File: config.mk
export PLATFORM = sky130hd
export DESIGN_NAME = buddy_block_free_coalesce
export DESIGN_NICKNAME = d
export VERILOG_FILES = /design/src/rtl/bbfc_pkg.sv /design/src/rtl/buddy_block_free_coalesce.sv /design/src/rtl/bbfc_ram.sv
export SDC_FILE = /design/constraint.sdc
export NUM_CORES = 2
export LEC_CHECK = 0
export BUFFER_PORTS_ARGS = -buffer_cell sky130_fd_sc_hd__buf_2
export CORE_MARGIN = 4
export CORE_UTILIZATION = 45
export DETAILED_ROUTE_END_ITERATION = 10
export HOLD_SLACK_MARGIN = 0.15
export PLACE_DENSITY = 0.63
export REMOVE_ABC_BUFFERS = 1
export SLEW_MARGIN = 20
export SYNTH_ARGS = -nofsm -noshare
export SYNTH_HDL_FRONTEND = slang
export SYNTH_SLANG_ARGS = --single-unit
File: constraint.sdc
create_clock -name clk -period 40.3 [get_ports clk]
set_clock_uncertainty 0.1 [all_clocks]
set_input_delay 2.015 -clock clk [delete_from_list [all_inputs] [get_ports clk]]
set_output_delay 2.015 -clock clk [all_outputs]
set_load 0.05 [all_outputs]
File: src/rtl/bbfc_pkg.sv
// Package with the constants, codes and types shared by the buddy free-set block.
`default_nettype none
package bbfc_pkg;

	// Memory of 2^ADDR_BITS units, with one free bit per block at every level.
	localparam int ADDR_BITS = 10;
	localparam int MAP_W     = ADDR_BITS + 1;
	localparam int MAP_DEPTH = 1 << MAP_W;

	// Widths of the payload fields.
	localparam int REQ_W    = 2;
	localparam int LVL_W    = 4;
	localparam int ADDR_W   = 10;
	localparam int STATUS_W = 2;

	typedef enum logic [REQ_W-1:0] {
		REQ_LOAD  = 2'd0,
		REQ_FREE  = 2'd1,
		REQ_QUERY = 2'd2
	} req_t;

	typedef enum logic [STATUS_W-1:0] {
		ST_OK     = 2'd0,
		ST_BAD    = 2'd1,
		ST_DOUBLE = 2'd2
	} status_t;

	typedef enum logic [2:0] {
		S_CLEAR,
		S_IDLE,
		S_CHECK,
		S_OWN,
		S_BUDDY,
		S_MARK,
		S_DONE
	} state_t;

endpackage
`default_nettype wire

File: src/rtl/buddy_block_free_coalesce.sv
// Top level of the buddy-system free set with coalescing on free.
`default_nettype none
// The block keeps one free bit for every buddy block of a memory of 2^ADDR_BITS
// units (ADDR_BITS is 10), at every level from one unit up to the whole memory,
// in a single 2^(ADDR_BITS+1) by 1 RAM. After reset the block runs a clearing
// pass that writes one RAM entry per cycle, and in_ready stays low until the
// pass is done. Each input transfer names a block by level and start address
// and carries a request type: a load marks the block free, a free marks it
// free and merges it with its buddy for as long as the buddy is free, and a
// query reports the block's free bit. Every request gives exactly one result
// transfer. Misaligned or out-of-range blocks and unknown request types
// return status 1 and change nothing; loading or freeing a block whose bit is
// already set returns status 2 and changes nothing. One request is in work at
// a time: a sequencer drives one RAM read and at most one RAM write per cycle,
// and in each merge step the buddy clear and the next buddy read overlap. A
// load goes from S_CHECK through S_OWN and S_MARK to S_DONE; a free also
// passes S_BUDDY, where it stays while it merges, unless the block is the
// whole memory; a rejected request goes from S_CHECK straight to S_DONE, and
// a query or a double free from S_OWN to S_DONE. The block is idle again in
// the cycle after the result is loaded. The result sits in an output
// register; a new input is taken while that result waits, and the block
// stalls only if the next result is ready before the old one is taken.
module buddy_block_free_coalesce
	import bbfc_pkg::*;
(
	input  wire logic                clk,
	input  wire logic                arst_n,
	input  wire logic                in_valid,
	output logic                     in_ready,
	input  wire logic [REQ_W-1:0]    req_type,
	input  wire logic [LVL_W-1:0]    level,
	input  wire logic [ADDR_W-1:0]   block_address,
	output logic                     out_valid,
	input  wire logic                out_ready,
	output logic      [STATUS_W-1:0] status,
	output logic      [LVL_W-1:0]    final_level,
	output logic      [ADDR_W-1:0]   final_address,
	output logic                     is_free
);

	state_t state_q, state_d;

	// Request being worked on.
	logic [REQ_W-1:0]  req_q;
	logic [LVL_W-1:0]  lvl_q;
	logic [ADDR_W-1:0] addr_q;
	logic [MAP_W-1:0]  idx_q;
	logic [MAP_W-1:0]  clr_q;

	// Result waiting for the output register.
	logic [STATUS_W-1:0] res_status_q;
	logic [LVL_W-1:0]    res_lvl_q;
	logic [ADDR_W-1:0]   res_addr_q;
	logic                res_free_q;

	logic out_valid_q;

	// RAM port signals.
	logic             mem_we;
	logic [MAP_W-1:0] mem_waddr;
	logic             mem_wdata;
	logic [MAP_W-1:0] mem_raddr;
	logic             mem_rdata;

	logic             bad_req;
	logic [MAP_W-1:0] idx_calc;
	logic             lvl_top;
	logic             out_free;
	logic             in_xfer;
	logic [ADDR_W-1:0] lvl_bit;

	bbfc_ram #(
		.WIDTH(1),
		.DEPTH(MAP_DEPTH)
	) u_map (
		.clk  (clk),
		.we   (mem_we),
		.waddr(mem_waddr),
		.wdata(mem_wdata),
		.raddr(mem_raddr),
		.rdata(mem_rdata)
	);

	// Request checks on the latched request: unknown type, level above the
	// whole memory, start beyond the memory, or start not aligned to the size.
	always_comb begin
		bad_req = (req_q != REQ_LOAD && req_q != REQ_FREE && req_q != REQ_QUERY)
			|| (32'(lvl_q) > 32'(ADDR_BITS))
			|| ((32'(addr_q) >> ADDR_BITS) != 32'd0)
			|| ((32'(addr_q) & ((32'd1 << lvl_q) - 32'd1)) != 32'd0);
	end

	// Map position of a block: a leading one marks the level, the address
	// bits above the block size follow. Buddy is this XOR 1, parent is this >> 1.
	assign idx_calc = (MAP_W'(1) << (ADDR_BITS - int'(lvl_q)))
		| (MAP_W'(addr_q) >> lvl_q);

	assign lvl_top  = (32'(lvl_q) == 32'(ADDR_BITS));
	assign lvl_bit  = ADDR_W'(1) << lvl_q;
	assign out_free = !out_valid_q || out_ready;
	assign in_xfer  = in_valid && in_ready;

	// Next state.
	always_comb begin
		state_d = state_q;
		case (state_q)
			S_CLEAR: begin
				if (clr_q == '1) begin
					state_d = S_IDLE;
				end
			end
			S_IDLE: begin
				if (in_valid) begin
					state_d = S_CHECK;
				end
			end
			S_CHECK: begin
				state_d = bad_req ? S_DONE : S_OWN;
			end
			S_OWN: begin
				if (req_q == REQ_QUERY || mem_rdata) begin
					state_d = S_DONE;
				end else if (req_q == REQ_FREE && !lvl_top) begin
					state_d = S_BUDDY;
				end else begin
					state_d = S_MARK;
				end
			end
			S_BUDDY: begin
				if (mem_rdata && (32'(lvl_q) + 32'd1 != 32'(ADDR_BITS))) begin
					state_d = S_BUDDY;
				end else begin
					state_d = S_MARK;
				end
			end
			S_MARK: begin
				state_d = S_DONE;
			end
			S_DONE: begin
				if (out_free) begin
					state_d = S_IDLE;
				end
			end
			default: begin
				state_d = S_IDLE;
			end
		endcase
	end

	// Handshake and RAM port control.
	always_comb begin
		in_ready  = 1'b0;
		mem_we    = 1'b0;
		mem_waddr = idx_q;
		mem_wdata = 1'b0;
		mem_raddr = idx_q ^ MAP_W'(1);
		case (state_q)
			S_CLEAR: begin
				mem_we    = 1'b1;
				mem_waddr = clr_q;
			end
			S_IDLE: begin
				in_ready = 1'b1;
			end
			S_CHECK: begin
				mem_raddr = idx_calc;
			end
			S_OWN: begin
				mem_raddr = idx_q ^ MAP_W'(1);
			end
			S_BUDDY: begin
				// Clear the free buddy and look at the parent's buddy.
				mem_we    = mem_rdata;
				mem_waddr = idx_q ^ MAP_W'(1);
				mem_raddr = (idx_q >> 1) ^ MAP_W'(1);
			end
			S_MARK: begin
				mem_we    = 1'b1;
				mem_wdata = 1'b1;
			end
			S_DONE: begin
			end
			default: begin
			end
		endcase
	end

	// Control registers.
	always_ff @(posedge clk or negedge arst_n) begin
		if (!arst_n) begin
			state_q     <= S_CLEAR;
			clr_q       <= '0;
			out_valid_q <= 1'b0;
		end else begin
			state_q <= state_d;
			if (state_q == S_CLEAR) begin
				clr_q <= clr_q + MAP_W'(1);
			end
			if (state_q == S_DONE && out_free) begin
				out_valid_q <= 1'b1;
			end else if (out_ready) begin
				out_valid_q <= 1'b0;
			end
		end
	end

	// Request and result payload.
	always_ff @(posedge clk) begin
		if (in_xfer) begin
			req_q  <= req_type;
			lvl_q  <= level;
			addr_q <= block_address;
		end
		case (state_q)
			S_CHECK: begin
				idx_q        <= idx_calc;
				res_status_q <= ST_BAD;
				res_lvl_q    <= '0;
				res_addr_q   <= '0;
				res_free_q   <= 1'b0;
			end
			S_OWN: begin
				if (req_q == REQ_QUERY) begin
					res_status_q <= ST_OK;
					res_lvl_q    <= lvl_q;
					res_addr_q   <= addr_q;
					res_free_q   <= mem_rdata;
				end else if (mem_rdata) begin
					res_status_q <= ST_DOUBLE;
				end
			end
			S_BUDDY: begin
				if (mem_rdata) begin
					addr_q <= addr_q & ~lvl_bit;
					lvl_q  <= lvl_q + LVL_W'(1);
					idx_q  <= idx_q >> 1;
				end
			end
			S_MARK: begin
				res_status_q <= ST_OK;
				res_lvl_q    <= lvl_q;
				res_addr_q   <= addr_q;
				res_free_q   <= 1'b0;
			end
			default: begin
			end
		endcase
		if (state_q == S_DONE && out_free) begin
			status        <= res_status_q;
			final_level   <= res_lvl_q;
			final_address <= res_addr_q;
			is_free       <= res_free_q;
		end
	end

	assign out_valid = out_valid_q;

	// A rejected request reports nothing but its status.
	a_reject_zero: assert property (@(posedge clk) disable iff (!arst_n)
		out_valid && status != ST_OK |-> final_level == '0 && final_address == '0 && !is_free)
		else $error("rejected result carries a block");

	// The free flag is only ever reported by an accepted query.
	a_free_ok: assert property (@(posedge clk) disable iff (!arst_n)
		out_valid && is_free |-> status == ST_OK)
		else $error("free flag with a non-ok status");

	// The map is written only while clearing, merging or marking.
	a_write_phase: assert property (@(posedge clk) disable iff (!arst_n)
		mem_we |-> state_q == S_CLEAR || state_q == S_BUDDY || state_q == S_MARK)
		else $error("map write outside a write phase");

	// A merge step never runs at the top level, where there is no buddy.
	a_merge_level: assert property (@(posedge clk) disable iff (!arst_n)
		state_q == S_BUDDY |-> 32'(lvl_q) < 32'(ADDR_BITS))
		else $error("merge step at the top level");

	// A waiting result is dropped only by a transfer.
	a_hold_result: assert property (@(posedge clk) disable iff (!arst_n)
		$fell(out_valid_q) |-> $past(out_ready))
		else $error("result dropped without a transfer");

endmodule
`default_nettype wire

File: src/rtl/bbfc_ram.sv
// Generic single-write, single-read RAM with a registered read port.
`default_nettype none
module bbfc_ram #(
	parameter int WIDTH = 1,
	parameter int DEPTH = 2048
) (
	input  wire logic                     clk,
	input  wire logic                     we,
	input  wire logic [$clog2(DEPTH)-1:0] waddr,
	input  wire logic [WIDTH-1:0]         wdata,
	input  wire logic [$clog2(DEPTH)-1:0] raddr,
	output logic      [WIDTH-1:0]         rdata
);

	logic [WIDTH-1:0] mem_q [DEPTH];

	always_ff @(posedge clk) begin
		if (we) begin
			mem_q[waddr] <= wdata;
		end
		rdata <= mem_q[raddr];
	end

endmodule
`default_nettype wire

; ---- Yosys cells after proc, flatten, opt, wreduce, memory -nomap -nowiden
; Memory sizes are Yosys's and may differ from the RTL's. A register that Yosys moved wholly into a read port is not among the register bits.
; Index checks and enable logic that the tools add are counted.
[word_totals]
regBits = 76
ramBits = 2048
in_bits = 20
out_inout_bits = 19
mem_count = 1
[mem_list]
columns = name, depth, word_bits, rd, rd_clocked_by_memory_dff, write_ports, line_no
row1 = u_map.mem_q, 2048, 1, 1, 1, 1, bbfc_ram.sv:15  ; logic [WIDTH-1:0] mem_q [DEPTH];
[op_classes]
n_addsub = 5
n_lt_le_gt_ge = 1
n_eq_ne = 19
shift = 4
mux = 34
bitwise = 6
n_reduce_logical = 26
[op_table]
columns = op, n
row1 = 11-bit one-hot mux with 2 select lines, 3
row2 = 10-bit 2-to-1 mux, 4
row3 = 10-bit by 32-bit AND with 32-bit output, 1
row4 = 32-bit nonzero test, 1
row5 = 1-bit by 32-bit << shifter with 11-bit output (first input constant), 1
row6 = 1-bit by 4-bit << shifter with 32-bit output (first input constant), 1
row7 = 32-bit by 1-bit subtractor with 32-bit output (second input constant), 1
row8 = 10-bit one-hot mux with 3 select lines, 1
row9 = 3-bit one-hot mux with 7 select lines, 1
row10 = 4-bit 2-to-1 mux, 4
row11 = 3-bit 2-to-1 mux, 4
row12 = 4-bit one-hot mux with 3 select lines, 1
row13 = 11-bit by 1-bit adder with 11-bit output (second input constant), 1
row14 = 11-bit == test (second input constant), 1
row15 = 11-bit 2-to-1 mux, 1
row16 = 11-bit bitwise OR, 1
row17 = 10-bit by 4-bit >> shifter with 11-bit output, 1
row18 = 10-bit AND, 1
row19 = 2-bit inequality test (second input constant), 5
row20 = 10-bit inverter, 1
row21 = 1-bit by 4-bit << shifter with 10-bit output (first input constant), 1
row22 = 3-bit == test (second input constant), 3
row23 = 1-bit 2-to-1 mux, 9
row24 = 2-bit AND reduction, 4
row25 = 24 further kinds, 43

; ---- Depth between registers and ports, before layout
[depth]
depth_word = 7
mapped_depth = 24

; ---- Cells and area by module
; Synthesis repeated with hierarchy kept, for this count alone.
[unflattened]
cells_unflattened = 6666
area_unflattened_um2 = 93599.8
[by_module_without_submodules]
columns = module, instances, cells_each, area_per_inst_um2, seq_area_each_um2
row1 = bbfc_ram, 1, 6243, 89345.7, 61519.0
row2 = buddy_block_free_coalesce, 1, 423, 4254.1, 2067.0

; ---- Worst setup path after synthesis
; No wires, ideal clock.
[synth_timing]
kind = reg2reg
startpoint = reg state_q[1]
endpoint = mem u_map.mem_q[0] (data pin)
setup_ns = 4.785
arrival_time_ns = 23.050
t_required_ns = 35.415
setup_slack_ns = 12.365
stages_incl_launch_ff = 6
path_buffers = 3
synth_period_minus_slack_ns = 27.935
cell_sequence = dfrtp_1 -> buf_4 -> clkbuf_1 -> or3_1 -> clkbuf_1 -> inv_1
[synth_between]
elab_chain_cells = 2
[synth_lines]
columns = item, line_no
row1 = "start, declared", buddy_block_free_coalesce.sv:41  ; state_t state_q, state_d;
row2 = "start signal, assigned", buddy_block_free_coalesce.sv:195  ; state_q <= state_d;
row3 = 3-bit == test, buddy_block_free_coalesce.sv:157  ; case (state_q)
row4 = 1-bit 2-to-1 mux, buddy_block_free_coalesce.sv:157
row5 = named net mem_wdata, buddy_block_free_coalesce.sv:61  ; logic mem_wdata;
row6 = "end, declared", bbfc_ram.sv:15
; The timed path passes the listed nets, and every way through them passes these cells.

; ---- Final worst setup path
[layout_timing]
startpoint = reg lvl_q[2]
endpoint = reg u_map.rdata (read register of u_map.mem_q)
[layout_between]
elab_chain_cells = 4
elab_cells_between_ends = 5
[layout_lines]
columns = item, line_no
row1 = "start, declared", buddy_block_free_coalesce.sv:45  ; logic [LVL_W-1:0] lvl_q;
row2 = "start signal, assigned", buddy_block_free_coalesce.sv:211  ; lvl_q <= level;
row3 = "start signal, assigned", buddy_block_free_coalesce.sv:235  ; lvl_q <= lvl_q + LVL_W'(1);
row4 = 4-bit by 4-bit subtractor with 5-bit output, buddy_block_free_coalesce.sv:95  ; assign idx_calc = (MAP_W'(1) << (ADDR_BITS - int'(lvl_q)))
row5 = 1-bit by 32-bit << shifter with 11-bit output, buddy_block_free_coalesce.sv:95
row6 = 11-bit bitwise OR *, buddy_block_free_coalesce.sv:96  ; | (MAP_W'(addr_q) >> lvl_q);
row7 = 11-bit one-hot mux with 2 select lines *, buddy_block_free_coalesce.sv:157
row8 = "end, declared", bbfc_ram.sv:12  ; output logic [WIDTH-1:0] rdata
; Mark *: on every way between the ends. The rest lies on a longest branch, timed or not.
; A chain may end at the register's enable or synchronous reset.

==> summary.md <==
The flow ran to the end, and the final reports show no timing, DRC or antenna violations. The number of global-route vias before repair was 64434; the largest net degree at the start of global routing was 290. The tools report the required time at the endpoint of the critical path as 40.89 ns. After detailed routing, the number of vias per cell comes to 6.18.

For the setup fix buffers added after clock tree synthesis, the log shows 0. Share of async-settable or async-resettable flops after synthesis: 0.00706. The run gives 0 ns as the setup TNS.

The final hold violation count is 0, and the leakage dissipation is 33.3 nW. Once routing completed, OpenROAD measured the worst setup slack at 31.90 ns. The critical path is of the reg2reg type.

The core outline area was 210000 sq um; the number of top-level pins was 39. Counting flops and latches in the post-synthesis netlist gives 2125. The sequential element share of the synthesized area was 0.671. For this run, the leading register cell type out of synthesis is edfxtp_1.

The largest individual stage delay along the critical path comes from the cell dfxtp_1. For the fill cell total of the finished layout, the log shows 18563. The number of enable flip-flop cells after synthesis came out at 2095. TritonCTS built the clock tree. The run gives 0.452 as the initial core utilization. The shortest period the worst path allows was 8.40 ns; the reg-to-reg setup timing slack was 31.90 ns. After detailed routing, the number of remaining DRC violations is 0. The initial antenna violation count came out at 20. After clock tree synthesis, the repair step resized 0 gates.

Across the run, the number of max-cap violations was 0. VDD sags by at most 0.118 mV. In this run, CTS created clock tree buffers numbering 209. Summed over all layers, the global routing overflow is 0. On the critical path the largest part of the delay comes from compound AO/OA/AOI/OAI gates. The min-delay analysis places its worst path in the category reg2reg. The total detailed-routing wirelength was 309000 microns. The peak clock frequency supported by timing was 119 MHz.

The tools report the startpoint type of the worst setup path as a register. The weighted congestion reported at the end of routability-driven placement came out at 0.871. The post-detailed-route wirelength per cell was 27.8 microns. Setup repair after global routing left no endpoint under its margin. The power density over the cells came out at 88.3 nW/um^2.

The quantity of I/O buffers inserted on ports is 38, and the clock-pin transition on the worst setup and hold timing paths is 0.07 ns. For this design, the sink count on the clock tree is 2125. The total die area was 218000 sq um; the share of post-route cells with drive strength above 1 was 0.0758. The source of the worst register-to-register timing path was lvl_q[2]$_DFF_P_.

For the number of instances in the synthesized netlist, the log shows 8492. The endpoint identified for the worst register-to-register timing path is u_map.rdata$_DFF_P_. For the first-pass GRT wire length, the log shows 444000 microns. Starting DRC count in detailed routing: 11144. Clock latency on the worst-skew pair, taken at its later pin, is 0.85 ns. The width of the die came out at 467 microns. The wire-length estimate of the detail-placed layout is 160000 microns.

The global-route total usage across every layer was 0.276; the multi-input logic area was 28200 sq um. The maximum net fanout on the critical path is 115. A synthesized cell averages 11.2 sq um.

In this design, the stage delay of the slowest critical-path cell is 1.03 ns. The final layout contains 8169 nets. The signal arrival time at the worst endpoint came out at 8.98 ns. Across the whole layout, storage elements account for 63600 sq um. The floorplan die height is 467 microns, and the number of slew-limit violations in the final report is 0. The worst hold path terminates at final_level[0]$_DFFE_PP_.

For the first-pass iteration count of the detailed router, the log shows 9. Along the worst hold path, the cell count comes to 0. The run gives 68621 as the count of vias placed by the detailed router.

The worst setup path is captured at a register. The Yosys step of the flow raised 0 warnings. Total buffers and inverters traversed by the critical path: 4. The CTS H-tree depth is 4, and the measured slew at the worst slew-check pin is 1.21 ns. For this design, the CTS-stage hold fixing added 0 buffers. The beginning of the worst hold path was res_lvl_q[0]$_SDFFCE_PP0P_. The cell area that synthesis handed to floorplanning was 94800 sq um. Counting cells, the worst reg-to-reg path comes to 18.

Final hold analysis gives a worst-case slack of 0.319 ns. After floorplanning, the core was divided into 168 placement rows. In this run the deepest clock path goes through 3 buffers. In this run the clock root is driven by a clkbuf_16. The layout overhead on the synthesized area works out to 8.87%.

The placement-stage worst setup slack was 31.91 ns; the number of unique standard cell types used by synthesis was 93. For the remaining antenna violation count after routing, the log shows 0. The final cycle utilization of the critical path was 0.208. In this run the worst setup path begins at lvl_q[2]$_DFF_P_. Traced cell by cell, the critical path runs through clkinv_1 -> ha_1 -> and3b_1 -> o21a_1 -> a211oi_2 -> a21o_4 -> buf_12 -> buf_4 -> buf_4 -> mux2i_1 -> o22ai_1 -> or4_1 -> o31ai_1 -> nor3_1 -> nor4_1 -> o22ai_1 -> o311ai_2 -> nand4_1. The number of setup violations in the final report was 0; the headroom to the max-slew limit was 0.194.
[layout make-up]
type,count,share of cell area
Antenna cell,7,0.000170
Multi-Input combinational cell,5580,0.274
Tap cell,2805,0.0340
Timing Repair Buffer,201,0.0150
Clock inverter,94,0.00646
Sequential cell,2125,0.616
Clock buffer,272,0.0538
Inverter,23,0.000909
[cells in the mapped netlist (all sizes together), types with 7 or more instances]
| cell type | number | area [sq um] |
|---|---|---|
| nor2b | 7 | 43.8 |
| o221ai | 10 | 87.6 |
| clkbuf | 478 | 1800 |
| xnor2 | 8 | 70.1 |
| o21ai | 75 | 375 |
| inv | 21 | 78.8 |
| a21oi | 276 | 1390 |
| or4 | 11 | 82.6 |
| edfxtp | 2095 | 62900 |
| dfrtp | 15 | 375 |
| nand2 | 1439 | 5410 |
| nor2 | 2128 | 8000 |
| o32ai | 11 | 96.3 |
| a31oi | 138 | 870 |
| nand4 | 53 | 332 |
| o2111ai | 15 | 131 |
| a21o | 19 | 143 |
| a221oi | 41 | 365 |
| a311oi | 12 | 105 |
| o22ai | 88 | 551 |
| or2 | 8 | 50.1 |
| buf | 286 | 1660 |
| ha | 9 | 113 |
| a211oi | 28 | 233 |
| and3 | 92 | 576 |
| nor4 | 44 | 282 |
| or3 | 9 | 56.3 |
| mux4 | 26 | 586 |
| o211ai | 18 | 140 |
| nor3 | 72 | 360 |
| nand2b | 14 | 87.6 |
| mux2i | 355 | 3550 |
| dfxtp | 15 | 300 |
| o31ai | 7 | 52.6 |
| nor3b | 11 | 104 |
| nand3 | 382 | 1920 |
| a22oi | 29 | 223 |
| a32oi | 51 | 454 |
[power breakdown]
group | switching (mW) | internal, mW | total (mW)
combinational | 3.36 | 1.16 | 4.52
clock | 0.831 | 1.01 | 1.84
sequential | 0.0415 | 2.71 | 2.75
total | 4.24 | 4.87 | 9.11
[per-stage QoR]
stage / utilization / cell area (sq um) / instances / power [mW]
after floorplan: - / 91300 / 7728 / 7.41
final: 0.492 / 103000 / 11107 / 9.11
after global routing: 0.492 / 103000 / 11101 / 9.42
after detailed placement: 0.462 / 96800 / 10733 / 7.18
after global placement: 0.462 / 96800 / 10733 / 7.14
after CTS: 0.492 / 103000 / 11099 / 9.00
[flip-flops by register name (all words and copies together) (netlist names), 2 cells and up]
name and count:
req_q 2, final_address 10, addr_q 10, res_lvl_q 4, status 2, res_status_q 2, idx_q 11, u_map.mem_q 2048
clr_q 11, state_q 3, lvl_q 4, res_addr_q 10, final_level 4
[logic make-up (layout without fill, tap and decap cells)]
logic type	after synthesis	in the layout	synth area share
AO/OA/AOI/OAI	884	884	0.0612
XOR/XNOR	12	12	0.00111
adder cells (fa/ha/maj)	9	9	0.00119
buffers and inverters	787	590	0.0374
flip-flops	2125	2125	0.671
multiplexers	386	386	0.0443
other	0	7	0
AND/OR/NAND/NOR	4289	4289	0.184
[layer usage]
metal,GRT usage,routed length (microns),up-vias
li1,-,-,29220
met1,0.372,117000,34463
met2,0.437,142000,4190
met3,0.0558,35200,738
met4,0.121,14600,10
met5,0,73,-
[placed cells by master, fill, tap and decap left out, types with 11 or more instances in the layout]
cell type and instances:
a31oi_1 136, buf_2 38, inv_1 18, o21ai_0 65
clkbuf_1 57, o22ai_1 88, edfxtp_1 2095, nand3_1 378
a22oi_1 28, or4_1 11, a211oi_1 24, mux2i_1 355
nand2_2 45, a21o_1 18, o2111ai_1 15, dfxtp_1 15
dfrtp_1 15, mux4_2 26, and3_1 91, clkbuf_16 211
nor3_1 70, nand2_4 29, nand2_1 1365, nor2_1 2107
clkinv_2 28, a21oi_1 274, buf_4 152, clkinv_1 51
a311oi_1 12, o211ai_1 17, a221oi_1 40, nand2b_1 13
nor2_4 11, a32oi_1 50, o32ai_1 11, nor4_1 43
nand4_1 53
[worst max-delay path by stage]
| stage | slack, ns | end | depth (start not counted) |
|---|---|---|---|
| 6_report | 31.90 | u_map.rdata$_DFF_P_ | 18 |
| 5_1_grt | 31.49 | u_map.rdata$_DFF_P_ | 18 |
| 4_1_cts | 31.89 | u_map.rdata$_DFF_P_ | 18 |
| 3_5_place_dp | 31.91 | u_map.rdata$_DFF_P_ | 18 |
| 3_3_place_gp | 31.59 | u_map.rdata$_DFF_P_ | 18 |
| 2_1_floorplan | 12.38 | u_map.mem_q[0]$_DFFE_PP_ | 3 |
Note: power is estimated with default switching activity, not from simulation.
